**src/sv/kffc_pkg.sv**
```systemverilog
// Shared types, key codes and constants for the keystroke calculator.
// Depends on nothing; imported by every module of the block.
`timescale 1ns / 1ps

package kffc_pkg;

    localparam int DATA_W              = 64;
    localparam int FRAC_BITS_DEF       = 24;
    localparam int MAX_FRAC_DIGITS_DEF = 6;
    localparam int POW10_W             = 24;

    localparam logic [DATA_W-1:0] POS_MAX = {1'b0, {(DATA_W-1){1'b1}}};
    localparam logic [DATA_W-1:0] NEG_MIN = {1'b1, {(DATA_W-1){1'b0}}};

    // ASCII key codes.
    localparam logic [7:0] KEY_ENTER = 8'd13;
    localparam logic [7:0] KEY_MUL   = 8'd42;
    localparam logic [7:0] KEY_ADD   = 8'd43;
    localparam logic [7:0] KEY_SUB   = 8'd45;
    localparam logic [7:0] KEY_POINT = 8'd46;
    localparam logic [7:0] KEY_DIV   = 8'd47;
    localparam logic [7:0] KEY_ZERO  = 8'd48;
    localparam logic [7:0] KEY_NINE  = 8'd57;

    // Pending operation codes.
    typedef enum logic [2:0] {
        OP_NONE = 3'd0,
        OP_ADD  = 3'd1,
        OP_SUB  = 3'd2,
        OP_MUL  = 3'd3,
        OP_DIV  = 3'd4
    } calc_op_t;

    // Command to the shared multiply/divide unit.
    typedef struct packed {
        logic start;
        logic is_div;
    } mdu_cmd_t;

    // Status from the shared multiply/divide unit.
    typedef struct packed {
        logic done;
        logic over;
    } mdu_stat_t;

    // Powers of ten used as fraction digit divisors.
    function automatic logic [POW10_W-1:0] pow10(input logic [2:0] idx);
        logic [POW10_W-1:0] val;
        case (idx)
            3'd0:    val = POW10_W'(1);
            3'd1:    val = POW10_W'(10);
            3'd2:    val = POW10_W'(100);
            3'd3:    val = POW10_W'(1000);
            3'd4:    val = POW10_W'(10000);
            3'd5:    val = POW10_W'(100000);
            3'd6:    val = POW10_W'(1000000);
            default: val = POW10_W'(10000000);
        endcase
        return val;
    endfunction

endpackage

```
**src/sv/kffc_mdu.sv**
```systemverilog
// Shared iterative unit: radix-2 shift-add multiplier and restoring divider.
// Depends on kffc_pkg; one 66-bit adder serves both operations.
`timescale 1ns / 1ps

module kffc_mdu #(
    parameter int FRAC_BITS = kffc_pkg::FRAC_BITS_DEF
) (
    input  logic                                 aclk,
    input  logic                                 aresetn,
    input  kffc_pkg::mdu_cmd_t                   cmd,
    input  logic [kffc_pkg::DATA_W-1:0]          opnd_in,
    input  logic [kffc_pkg::DATA_W+FRAC_BITS-1:0] dvd_in,
    output kffc_pkg::mdu_stat_t                  stat,
    output logic [2*kffc_pkg::DATA_W-1:0]        prod,
    output logic [kffc_pkg::DATA_W-1:0]          quo
);
    import kffc_pkg::*;

    localparam int NUM_W = DATA_W + FRAC_BITS;
    localparam int CNT_W = $clog2(NUM_W + 1);
    localparam int ADD_W = DATA_W + 2;

    logic [DATA_W-1:0] hi_reg;
    logic [DATA_W-1:0] lo_reg;
    logic [NUM_W-1:0]  num_reg;
    logic [DATA_W-1:0] opnd_reg;
    logic [CNT_W-1:0]  cnt_reg;
    logic              div_reg;
    logic              busy_reg;
    logic              done_reg;
    logic              over_reg;

    logic [ADD_W-1:0]  add_a;
    logic [ADD_W-1:0]  add_b;
    logic [ADD_W-1:0]  sum;

    // Shared adder: partial product add, or trial subtract of the divisor.
    always_comb begin
        if (div_reg) begin
            add_a = {1'b0, hi_reg, num_reg[NUM_W-1]};
            add_b = ~{2'b00, opnd_reg};
        end else begin
            add_a = {2'b00, hi_reg};
            add_b = lo_reg[0] ? {2'b00, opnd_reg} : '0;
        end
        sum = add_a + add_b + {{(ADD_W-1){1'b0}}, div_reg};
    end

    // Iteration registers and step counter.
    always_ff @(posedge aclk) begin
        if (!aresetn) begin
            busy_reg <= 1'b0;
            done_reg <= 1'b0;
            cnt_reg  <= '0;
        end else if (cmd.start) begin
            busy_reg <= 1'b1;
            done_reg <= 1'b0;
            div_reg  <= cmd.is_div;
            hi_reg   <= '0;
            lo_reg   <= cmd.is_div ? '0 : dvd_in[DATA_W-1:0];
            num_reg  <= dvd_in;
            opnd_reg <= opnd_in;
            over_reg <= 1'b0;
            cnt_reg  <= cmd.is_div ? CNT_W'(NUM_W) : CNT_W'(DATA_W);
        end else if (busy_reg) begin
            if (div_reg) begin
                // Quotient bit is one when the trial difference is not negative.
                if (!sum[ADD_W-1]) begin
                    hi_reg <= sum[DATA_W-1:0];
                end else begin
                    hi_reg <= add_a[DATA_W-1:0];
                end
                over_reg <= over_reg | lo_reg[DATA_W-1];
                lo_reg   <= {lo_reg[DATA_W-2:0], ~sum[ADD_W-1]};
                num_reg  <= {num_reg[NUM_W-2:0], 1'b0};
            end else begin
                hi_reg <= sum[DATA_W:1];
                lo_reg <= {sum[0], lo_reg[DATA_W-1:1]};
            end
            cnt_reg  <= cnt_reg - CNT_W'(1);
            // The last step ends the run and flags the result for one cycle.
            busy_reg <= (cnt_reg != CNT_W'(1));
            done_reg <= (cnt_reg == CNT_W'(1));
        end else begin
            done_reg <= 1'b0;
        end
    end

    assign stat.done = done_reg;
    assign stat.over = over_reg;
    assign prod      = {hi_reg, lo_reg};
    assign quo       = lo_reg;

endmodule

```
**src/sv/keystroke_four_function_calculator_unit.sv**
```systemverilog
// Digit, point, ignored keys, a first operator and enter with no operator go from S_KEY
// straight to S_RESULT; add, subtract and divide by zero pass through S_EVAL and S_APPLY;
// a multiply, a fraction digit and a divide wait in S_UNIT_WAIT or S_FRAC_WAIT for the
// shared unit, which takes one bit a cycle. One key word is in flight at a time; the next
// is taken the cycle after the word is loaded into the output register. Reset is
// synchronous, active low, and clears the sequencer, calculator state and output valid.
`timescale 1ns / 1ps

module keystroke_four_function_calculator_unit #(
    parameter int FRAC_BITS       = kffc_pkg::FRAC_BITS_DEF,
    parameter int MAX_FRAC_DIGITS = kffc_pkg::MAX_FRAC_DIGITS_DEF
) (
    input  logic                                    aclk,
    input  logic                                    aresetn,
    input  logic                                    s_valid,
    output logic                                    s_ready,
    input  logic [7:0]                              s_key_code,
    output logic                                    m_valid,
    input  logic                                    m_ready,
    output logic signed [kffc_pkg::DATA_W-1:0]      m_display_value,
    output logic                                    m_is_total,
    output logic                                    m_error_flag
);
    import kffc_pkg::*;

    localparam int NUM_W  = DATA_W + FRAC_BITS;
    localparam int WIDE_W = DATA_W + 4;

    typedef enum logic [2:0] {
        S_IDLE,
        S_KEY,
        S_FRAC_WAIT,
        S_EVAL,
        S_UNIT_WAIT,
        S_FIX,
        S_APPLY,
        S_RESULT
    } state_t;

    state_t            state_reg;
    logic [7:0]        key_reg;
    logic [DATA_W-1:0] acc_reg;
    logic [DATA_W-1:0] entry_reg;
    calc_op_t          pend_reg;
    logic              active_reg;
    logic              dec_reg;
    logic [2:0]        fpos_reg;
    logic              err_reg;
    logic [DATA_W-1:0] shown_reg;
    logic              total_reg;
    logic [DATA_W-1:0] mag_reg;
    logic              ovf_reg;
    logic              neg_reg;
    logic [DATA_W-1:0] val_reg;
    logic              verr_reg;
    logic              m_valid_reg;
    logic [DATA_W-1:0] m_disp_reg;
    logic              m_total_reg;
    logic              m_err_reg;

    // Key decode.
    logic              is_digit;
    logic [3:0]        digit;
    calc_op_t          key_op;
    logic [7:0]        digit_diff;

    always_comb begin
        is_digit   = (key_reg >= KEY_ZERO) && (key_reg <= KEY_NINE);
        digit_diff = key_reg - KEY_ZERO;
        digit      = digit_diff[3:0];
        unique case (key_reg)
            KEY_ADD: key_op = OP_ADD;
            KEY_SUB: key_op = OP_SUB;
            KEY_MUL: key_op = OP_MUL;
            KEY_DIV: key_op = OP_DIV;
            default: key_op = OP_NONE;
        endcase
    end

    // Integer digit: entry * 10 + digit, checked against the largest value.
    logic [DATA_W-1:0] dig_shift;
    logic [WIDE_W-1:0] times_ten;
    logic              int_ovf;
    logic [DATA_W-1:0] int_entry;

    always_comb begin
        dig_shift = {{(DATA_W-4){1'b0}}, digit} << FRAC_BITS;
        times_ten = ({4'b0000, entry_reg} << 3) + ({4'b0000, entry_reg} << 1)
                  + {4'b0000, dig_shift};
        int_ovf   = |times_ten[WIDE_W-1:DATA_W-1];
        int_entry = int_ovf ? POS_MAX : times_ten[DATA_W-1:0];
    end

    // Fraction digit: rounded (digit * 2^FRAC_BITS) / 10^position.
    logic [2:0]         pos_next;
    logic [POW10_W-1:0] pow_p;
    logic [NUM_W-1:0]   frac_dvd;
    logic               frac_ok;

    always_comb begin
        pos_next = fpos_reg + 3'd1;
        pow_p    = pow10(pos_next);
        frac_dvd = ({{(NUM_W-4){1'b0}}, digit} << FRAC_BITS)
                 + {{(NUM_W-POW10_W){1'b0}}, pow_p >> 1};
        frac_ok  = fpos_reg < 3'(MAX_FRAC_DIGITS);
    end

    // Add and subtract with saturation, combinational.
    logic              is_sub;
    logic [DATA_W-1:0] as_sum;
    logic              b_eff_neg;
    logic              as_ovf;
    logic [DATA_W-1:0] as_val;
    logic [DATA_W-1:0] abs_a;
    logic [DATA_W-1:0] abs_b;

    always_comb begin
        is_sub    = (pend_reg == OP_SUB);
        as_sum    = acc_reg + (is_sub ? ~entry_reg : entry_reg) + DATA_W'(is_sub);
        b_eff_neg = is_sub ? ((entry_reg == NEG_MIN) | (~entry_reg[DATA_W-1] & |entry_reg))
                           : entry_reg[DATA_W-1];
        as_ovf    = (acc_reg[DATA_W-1] == b_eff_neg)
                 && (as_sum[DATA_W-1] != acc_reg[DATA_W-1]);
        as_val    = as_ovf ? (acc_reg[DATA_W-1] ? NEG_MIN : POS_MAX) : as_sum;
        abs_a     = acc_reg[DATA_W-1] ? (~acc_reg + DATA_W'(1)) : acc_reg;
        abs_b     = entry_reg[DATA_W-1] ? (~entry_reg + DATA_W'(1)) : entry_reg;
    end

    // Operand selection for the shared unit.
    mdu_cmd_t            mdu_cmd;
    mdu_stat_t           mdu_stat;
    logic [DATA_W-1:0]   mdu_opnd;
    logic [NUM_W-1:0]    mdu_dvd;
    logic [2*DATA_W-1:0] mdu_prod;
    logic [DATA_W-1:0]   mdu_quo;

    always_comb begin
        mdu_cmd.start  = ((state_reg == S_KEY) && is_digit && dec_reg && frac_ok)
                      || ((state_reg == S_EVAL)
                          && ((pend_reg == OP_MUL)
                              || ((pend_reg == OP_DIV) && (entry_reg != '0))));
        mdu_cmd.is_div = !((state_reg == S_EVAL) && (pend_reg == OP_MUL));
        if (state_reg == S_KEY) begin
            mdu_opnd = {{(DATA_W-POW10_W){1'b0}}, pow_p};
            mdu_dvd  = frac_dvd;
        end else if (pend_reg == OP_MUL) begin
            mdu_opnd = abs_a;
            mdu_dvd  = {{FRAC_BITS{1'b0}}, abs_b};
        end else begin
            mdu_opnd = abs_b;
            mdu_dvd  = {abs_a, {FRAC_BITS{1'b0}}};
        end
    end

    kffc_mdu #(
        .FRAC_BITS (FRAC_BITS)
    ) u_mdu (
        .aclk    (aclk),
        .aresetn (aresetn),
        .cmd     (mdu_cmd),
        .opnd_in (mdu_opnd),
        .dvd_in  (mdu_dvd),
        .stat    (mdu_stat),
        .prod    (mdu_prod),
        .quo     (mdu_quo)
    );

    // Fraction digit accumulate and saturation check.
    logic [DATA_W-1:0] frac_sum;
    logic              frac_ovf;
    logic              fix_sat;

    always_comb begin
        frac_sum = entry_reg + mdu_quo;
        frac_ovf = frac_sum[DATA_W-1];
        fix_sat  = ovf_reg
                || (mag_reg[DATA_W-1] && (!neg_reg || |mag_reg[DATA_W-2:0]));
    end

    // Sequencer, calculator state and output word register.
    always_ff @(posedge aclk) begin
        if (!aresetn) begin
            state_reg   <= S_IDLE;
            acc_reg     <= '0;
            entry_reg   <= '0;
            pend_reg    <= OP_NONE;
            active_reg  <= 1'b0;
            dec_reg     <= 1'b0;
            fpos_reg    <= '0;
            err_reg     <= 1'b0;
            total_reg   <= 1'b0;
            m_valid_reg <= 1'b0;
        end else begin
            // A taken word frees the output unless a new one is loaded at once.
            if (m_valid_reg && m_ready && (state_reg != S_RESULT)) begin
                m_valid_reg <= 1'b0;
            end
            unique case (state_reg)
                S_IDLE: begin
                    if (s_valid) begin
                        key_reg   <= s_key_code;
                        total_reg <= 1'b0;
                        state_reg <= S_KEY;
                    end
                end
                S_KEY: begin
                    if (is_digit) begin
                        if (!dec_reg) begin
                            entry_reg <= int_entry;
                            shown_reg <= int_entry;
                            err_reg   <= err_reg | int_ovf;
                            state_reg <= S_RESULT;
                        end else if (frac_ok) begin
                            fpos_reg  <= pos_next;
                            state_reg <= S_FRAC_WAIT;
                        end else begin
                            shown_reg <= entry_reg;
                            state_reg <= S_RESULT;
                        end
                    end else if (key_reg == KEY_POINT) begin
                        dec_reg   <= 1'b1;
                        shown_reg <= entry_reg;
                        state_reg <= S_RESULT;
                    end else if ((key_op != OP_NONE) && active_reg) begin
                        state_reg <= S_EVAL;
                    end else if (key_op != OP_NONE) begin
                        acc_reg    <= entry_reg;
                        pend_reg   <= key_op;
                        active_reg <= 1'b1;
                        entry_reg  <= '0;
                        dec_reg    <= 1'b0;
                        fpos_reg   <= '0;
                        shown_reg  <= '0;
                        state_reg  <= S_RESULT;
                    end else if ((key_reg == KEY_ENTER) && active_reg) begin
                        state_reg <= S_EVAL;
                    end else begin
                        // Enter with no operator returns the entry as the total; other keys show the entry.
                        shown_reg <= entry_reg;
                        total_reg <= (key_reg == KEY_ENTER);
                        state_reg <= S_RESULT;
                    end
                end
                S_FRAC_WAIT: begin
                    if (mdu_stat.done) begin
                        entry_reg <= frac_ovf ? POS_MAX : frac_sum;
                        shown_reg <= frac_ovf ? POS_MAX : frac_sum;
                        err_reg   <= err_reg | frac_ovf;
                        state_reg <= S_RESULT;
                    end
                end
                S_EVAL: begin
                    neg_reg <= acc_reg[DATA_W-1] ^ entry_reg[DATA_W-1];
                    case (pend_reg) inside
                        OP_ADD, OP_SUB: begin
                            val_reg   <= as_val;
                            verr_reg  <= as_ovf;
                            state_reg <= S_APPLY;
                        end
                        OP_MUL: begin
                            state_reg <= S_UNIT_WAIT;
                        end
                        OP_DIV: begin
                            if (entry_reg == '0) begin
                                // Division by zero saturates by the dividend's sign.
                                val_reg   <= acc_reg[DATA_W-1] ? NEG_MIN : POS_MAX;
                                verr_reg  <= 1'b1;
                                state_reg <= S_APPLY;
                            end else begin
                                state_reg <= S_UNIT_WAIT;
                            end
                        end
                        default: begin
                            val_reg   <= entry_reg;
                            verr_reg  <= 1'b0;
                            state_reg <= S_APPLY;
                        end
                    endcase
                end
                S_UNIT_WAIT: begin
                    if (mdu_stat.done) begin
                        if (pend_reg == OP_MUL) begin
                            mag_reg <= mdu_prod[FRAC_BITS+DATA_W-1:FRAC_BITS];
                            ovf_reg <= |mdu_prod[2*DATA_W-1:DATA_W+FRAC_BITS];
                        end else begin
                            mag_reg <= mdu_quo;
                            ovf_reg <= mdu_stat.over;
                        end
                        state_reg <= S_FIX;
                    end
                end
                S_FIX: begin
                    // Apply the sign to the magnitude, saturating out-of-range results.
                    if (fix_sat) begin
                        val_reg <= neg_reg ? NEG_MIN : POS_MAX;
                    end else begin
                        val_reg <= neg_reg ? (~mag_reg + DATA_W'(1)) : mag_reg;
                    end
                    verr_reg  <= fix_sat;
                    state_reg <= S_APPLY;
                end
                S_APPLY: begin
                    err_reg <= err_reg | verr_reg;
                    if (key_op != OP_NONE) begin
                        acc_reg    <= val_reg;
                        pend_reg   <= key_op;
                        active_reg <= 1'b1;
                        entry_reg  <= '0;
                        dec_reg    <= 1'b0;
                        fpos_reg   <= '0;
                        shown_reg  <= '0;
                    end else begin
                        shown_reg <= val_reg;
                        total_reg <= 1'b1;
                    end
                    state_reg <= S_RESULT;
                end
                S_RESULT: begin
                    if (!m_valid_reg || m_ready) begin
                        m_valid_reg <= 1'b1;
                        m_disp_reg  <= shown_reg;
                        m_total_reg <= total_reg;
                        m_err_reg   <= err_reg;
                        // Enter clears the accumulator, entry, pending operation and error state.
                        if (total_reg) begin
                            acc_reg    <= '0;
                            entry_reg  <= '0;
                            pend_reg   <= OP_NONE;
                            active_reg <= 1'b0;
                            dec_reg    <= 1'b0;
                            fpos_reg   <= '0;
                            err_reg    <= 1'b0;
                        end
                        state_reg <= S_IDLE;
                    end
                end
                default: begin
                    state_reg <= S_IDLE;
                end
            endcase
        end
    end

    assign s_ready         = (state_reg == S_IDLE);
    assign m_valid         = m_valid_reg;
    assign m_display_value = $signed(m_disp_reg);
    assign m_is_total      = m_total_reg;
    assign m_error_flag    = m_err_reg;

endmodule

```
**config.mk**
```make
export PLATFORM = sky130hd
export DESIGN_NAME = keystroke_four_function_calculator_unit
export DESIGN_NICKNAME = d
export VERILOG_FILES = /design/src/sv/kffc_pkg.sv /design/src/sv/kffc_mdu.sv /design/src/sv/keystroke_four_function_calculator_unit.sv
export SDC_FILE = /design/constraint.sdc
export NUM_CORES = 2
export LEC_CHECK = 0
export ABC_AREA = 1
export ABC_CLOCK_PERIOD_IN_PS = 10030
export BUFFER_PORTS_ARGS = -buffer_cell sky130_fd_sc_hd__buf_2
export CELL_PAD_IN_SITES_DETAIL_PLACEMENT = 1
export CELL_PAD_IN_SITES_GLOBAL_PLACEMENT = 1
export CORE_ASPECT_RATIO = 1.75
export CORE_MARGIN = 2
export CORE_UTILIZATION = 25
export DETAILED_ROUTE_END_ITERATION = 12
export PLACE_DENSITY_LB_ADDON = 0.1
export SYNTH_ARGS = -nofsm -noshare
export SYNTH_HDL_FRONTEND = slang
export SYNTH_SLANG_ARGS = --single-unit
```
**constraint.sdc**
```tcl
create_clock -name aclk -period 10.03 [get_ports aclk]
set_input_delay 2.006 -clock aclk [delete_from_list [all_inputs] [get_ports aclk]]
set_output_delay 2.006 -clock aclk [all_outputs]
set_load 0.005 [all_outputs]
```
==> flow_metrics.py <==
metrics = {
    "floorplanning": {
        "fp.dieW_um": 385,
        "total_core_area_um2": 252000,
        "dieArea_um2": 258000,
        "die_h_um": 671,
        "pin_count": 80,
        "placementRows": 244,
        "floorplan.initialDensity_pct": 25.1,
    },
    "power": {
        "pwr_density_cell_nw_per_um2": 222,
        "leakage_nw": 30.3,
        "max-vdd-ir-drop_v": 0.000176,
    },
    "final_layout": {
        "areaGrowthSynthToFinish_pct": 11.6,
        "final_area_um2": 70800,
        "filler_cell_count": 31400,
        "max_ffs_per_register": 88,
        "area_of_combinational_cells_with_multiple_inputs_um2": 38000,
        "drive_above_1_share_pct": 6.12,
        "sequential_area_um2": 19600,
        "finish.net_count": 9794,
        "fin_cells": 12900,
    },
    "placed_design": {
        "placed_area_um2": 67800,
        "port_buffers": 79,
        "placed_cells_incl_taps": 12700,
        "dp_hpwl_um": 379000,
        "gp_congestion": 1.06,
    },
    "detailed_routing": {
        "post_drt_via_cell_ratio": 5.38,
        "postRouteWirelength_um": 457000,
        "drt_first_pass_iters": 5,
        "drc": 0,
        "detail-route-antenna-nets": 0,
        "wire_per_inst_um": 35.5,
        "vias": 69400,
        "dr_iter_0_viols": 4859,
    },
    "critical_path": {
        "timing.critical_path.slowest_cell_delay_ns": 0.79,
        "crit_fanout": 98,
        "crit_path_top_delay_cell": "sky130_fd_sc_hd__buf_4",
        "critical_path.top_delay_family": "simple AND/OR/NAND/NOR gates",
        "critical_path_depth": 18,
        "critPathArrivalTime_ns": 6.71,
        "crit_path_start_kind": "register",
        "timing.critical_path.to_type": "register",
        "reg2reg_from": "u_mdu.div_reg",
        "r2r.worst_path.cells": 18,
        "worstPathCellList": "buf_4 -> buf_4 -> buf_4 -> o21ai_0 -> ha_1 -> nand2_1 -> nor2_1 -> inv_1 -> nor2_1 -> inv_1 -> nor2_1 -> nand4_1 -> nand3_1 -> nand2_1 -> nand3_1 -> nand2_1 -> o21ai_0 -> a21oi_1",
        "criticalPathCategory": "reg2reg",
        "worstPathRequired_ns": 10.46,
        "ff2ff_setup_slack_ns": 3.75,
        "critical_path.reg2reg.endpoint": "u_mdu.hi_reg[41]",
        "path_buf_inv": 5,
    },
    "synth": {
        "mean_syn_cell_area_um2": 6.67,
        "syn_nets": 9861,
        "yosysWarnings": 0,
        "synth_top_flop_cell": "sky130_fd_sc_hd__edfxtp_1",
        "syn_area_um2": 63500,
        "yosys.cell_types.count": 68,
        "post_synth_inst_count": 9518,
        "synth_top_cells_by_count": "2437 x sky130_fd_sc_hd__nand2_1, 1092 x sky130_fd_sc_hd__inv_1, 962 x sky130_fd_sc_hd__nor2_1, 876 x sky130_fd_sc_hd__o21ai_0, 631 x sky130_fd_sc_hd__a21oi_1",
        "async_flop_share_pct": 0,
        "synth-seq-cells": 702,
        "yosys.cell_count.top_type": "sky130_fd_sc_hd__nand2_1",
        "yosysSeqAreaShare_pct": 30.8,
        "synth_top_area_share_pct": 26.1,
        "netlist_top_cells_area": "sky130_fd_sc_hd__edfxtp_1 26%, sky130_fd_sc_hd__nand2_1 14%, sky130_fd_sc_hd__o21ai_0 6.9%",
        "synth-edff-count": 551,
        "synth_top_area_cell": "sky130_fd_sc_hd__edfxtp_1",
    },
    "sta": {
        "grt_setup_unrepaired": "no",
        "timing.final.crit_share_pct": 62.6,
        "totalNegativeSetupSlack_ns": 0,
        "timing.final.hold_violations": 0,
        "slew_headroom_pct": 2.97,
        "report.final.slew_viol_count": 0,
        "worst_tran_pin_value_ns": 1.46,
        "setup_viol": 0,
        "hold_slack_ns": 0.419,
        "timing.fmax_mhz": 159,
        "min_period_ns": 6.28,
        "timing.clock.skew_ns": 0.0723,
    },
    "hold_path": {
        "hold_depth": 0,
        "min_from": "shown_reg[10]",
        "hold_end": "m_display_value[10]",
        "min-delay-path-class": "reg2reg",
    },
    "job": {
        "max_cap_violations": 0,
    },
    "global_route": {
        "track_usage_pct": 34.6,
        "grt_first_pass_wirelength_um": 614000,
        "grt_start_max_net_pins": 173,
        "overflow": 0,
        "first_global_vias": 72900,
        "antenna_found_initial": 44,
    },
    "clock_tree": {
        "cts.repair.resized": 0,
        "hold_buffers": 0,
        "tritoncts": "done",
        "cts_root_buffer_type": "sky130_fd_sc_hd__clkbuf_16",
        "cts-buffers-inserted": 84,
        "cts.htree.levels": 3,
        "clock_sink_count": 702,
        "cts_setup_buffers": 0,
        "insertion_delay_ns": 0.78,
        "max-clock-path-buffers": 3,
        "clk_pin_slew_ns": 0.06,
    },
    "run_status": {
        "run_status": "completed",
    },
}
==> power by group <==
part / switching (W) / internal, W
clock: 0.00156 / 0.00189
combinational: 0.00618 / 0.00211
sequential: 0.000489 / 0.00351
==> area by class of cell <==
| class | instances | share of cell area [%] |
|---|---|---|
| diodes | 38 | 0.134 |
| clock buffers | 109 | 3.24 |
| clock inverters | 48 | 0.846 |
| inverters | 1151 | 6.13 |
| multi-input cells | 7261 | 53.6 |
| flip-flops and latches | 702 | 27.6 |
| well taps | 3321 | 5.87 |
| repair buffers | 251 | 2.49 |
==> cell families after synthesis <==
family | count (synthesis) | share of synthesized area (%)
simple gates | 4549 | 30.0
compound gates | 1960 | 17.0
buf+inv | 1555 | 9.62
flops | 702 | 30.8
xor+xnor | 404 | 5.58
fa+ha+maj | 331 | 6.63
mux | 17 | 0.268
==> metrics by stage <==
step                      total power [W]  utilization, %  worst slack [ns]
after floorplan                   0.00827               -             0.547
after global placement             0.0122            26.9              3.96
after detailed placement           0.0122            26.9              3.92
after CTS                          0.0157            28.0              3.89
after global routing               0.0163            28.0              3.43
final                              0.0157            28.0              3.75
==> layout by cell type, fill, tap and decap left out, drive strengths merged, types with 268 or more instances in the layout <==
cell,instances
nand2,2448
inv,1141
nor2,993
o21ai,892
a21oi,636
nand3,564
edfxtp,551
ha,322
xor2,309
nor3,268
==> how the worst max path moves through the flow <==
stage	slack, ns	to	startpoint
floorplan	0.55	u_mdu.num_reg[0]	aresetn
CTS	3.89	u_mdu.quo[3]	entry_reg[0]
global placement	3.96	u_mdu.hi_reg[41]	u_mdu.div_reg
global route	3.43	u_mdu.hi_reg[41]	u_mdu.div_reg
finish	3.75	u_mdu.hi_reg[41]	u_mdu.div_reg
detailed placement	3.92	u_mdu.quo[6]	entry_reg[0]
==> routing by layer <==
| layer | share of wire, % | up-vias | track usage [%] |
|---|---|---|---|
| li1 | - | 31600 | - |
| met1 | 34 | 34800 | 33.9 |
| met2 | 52 | 1938 | 63.5 |
| met3 | 3.3 | 930 | 3.80 |
| met4 | 11 | 10 | 30.9 |
| met5 | 0.015 | - | 0 |
Power figures use the tool's default switching activity.
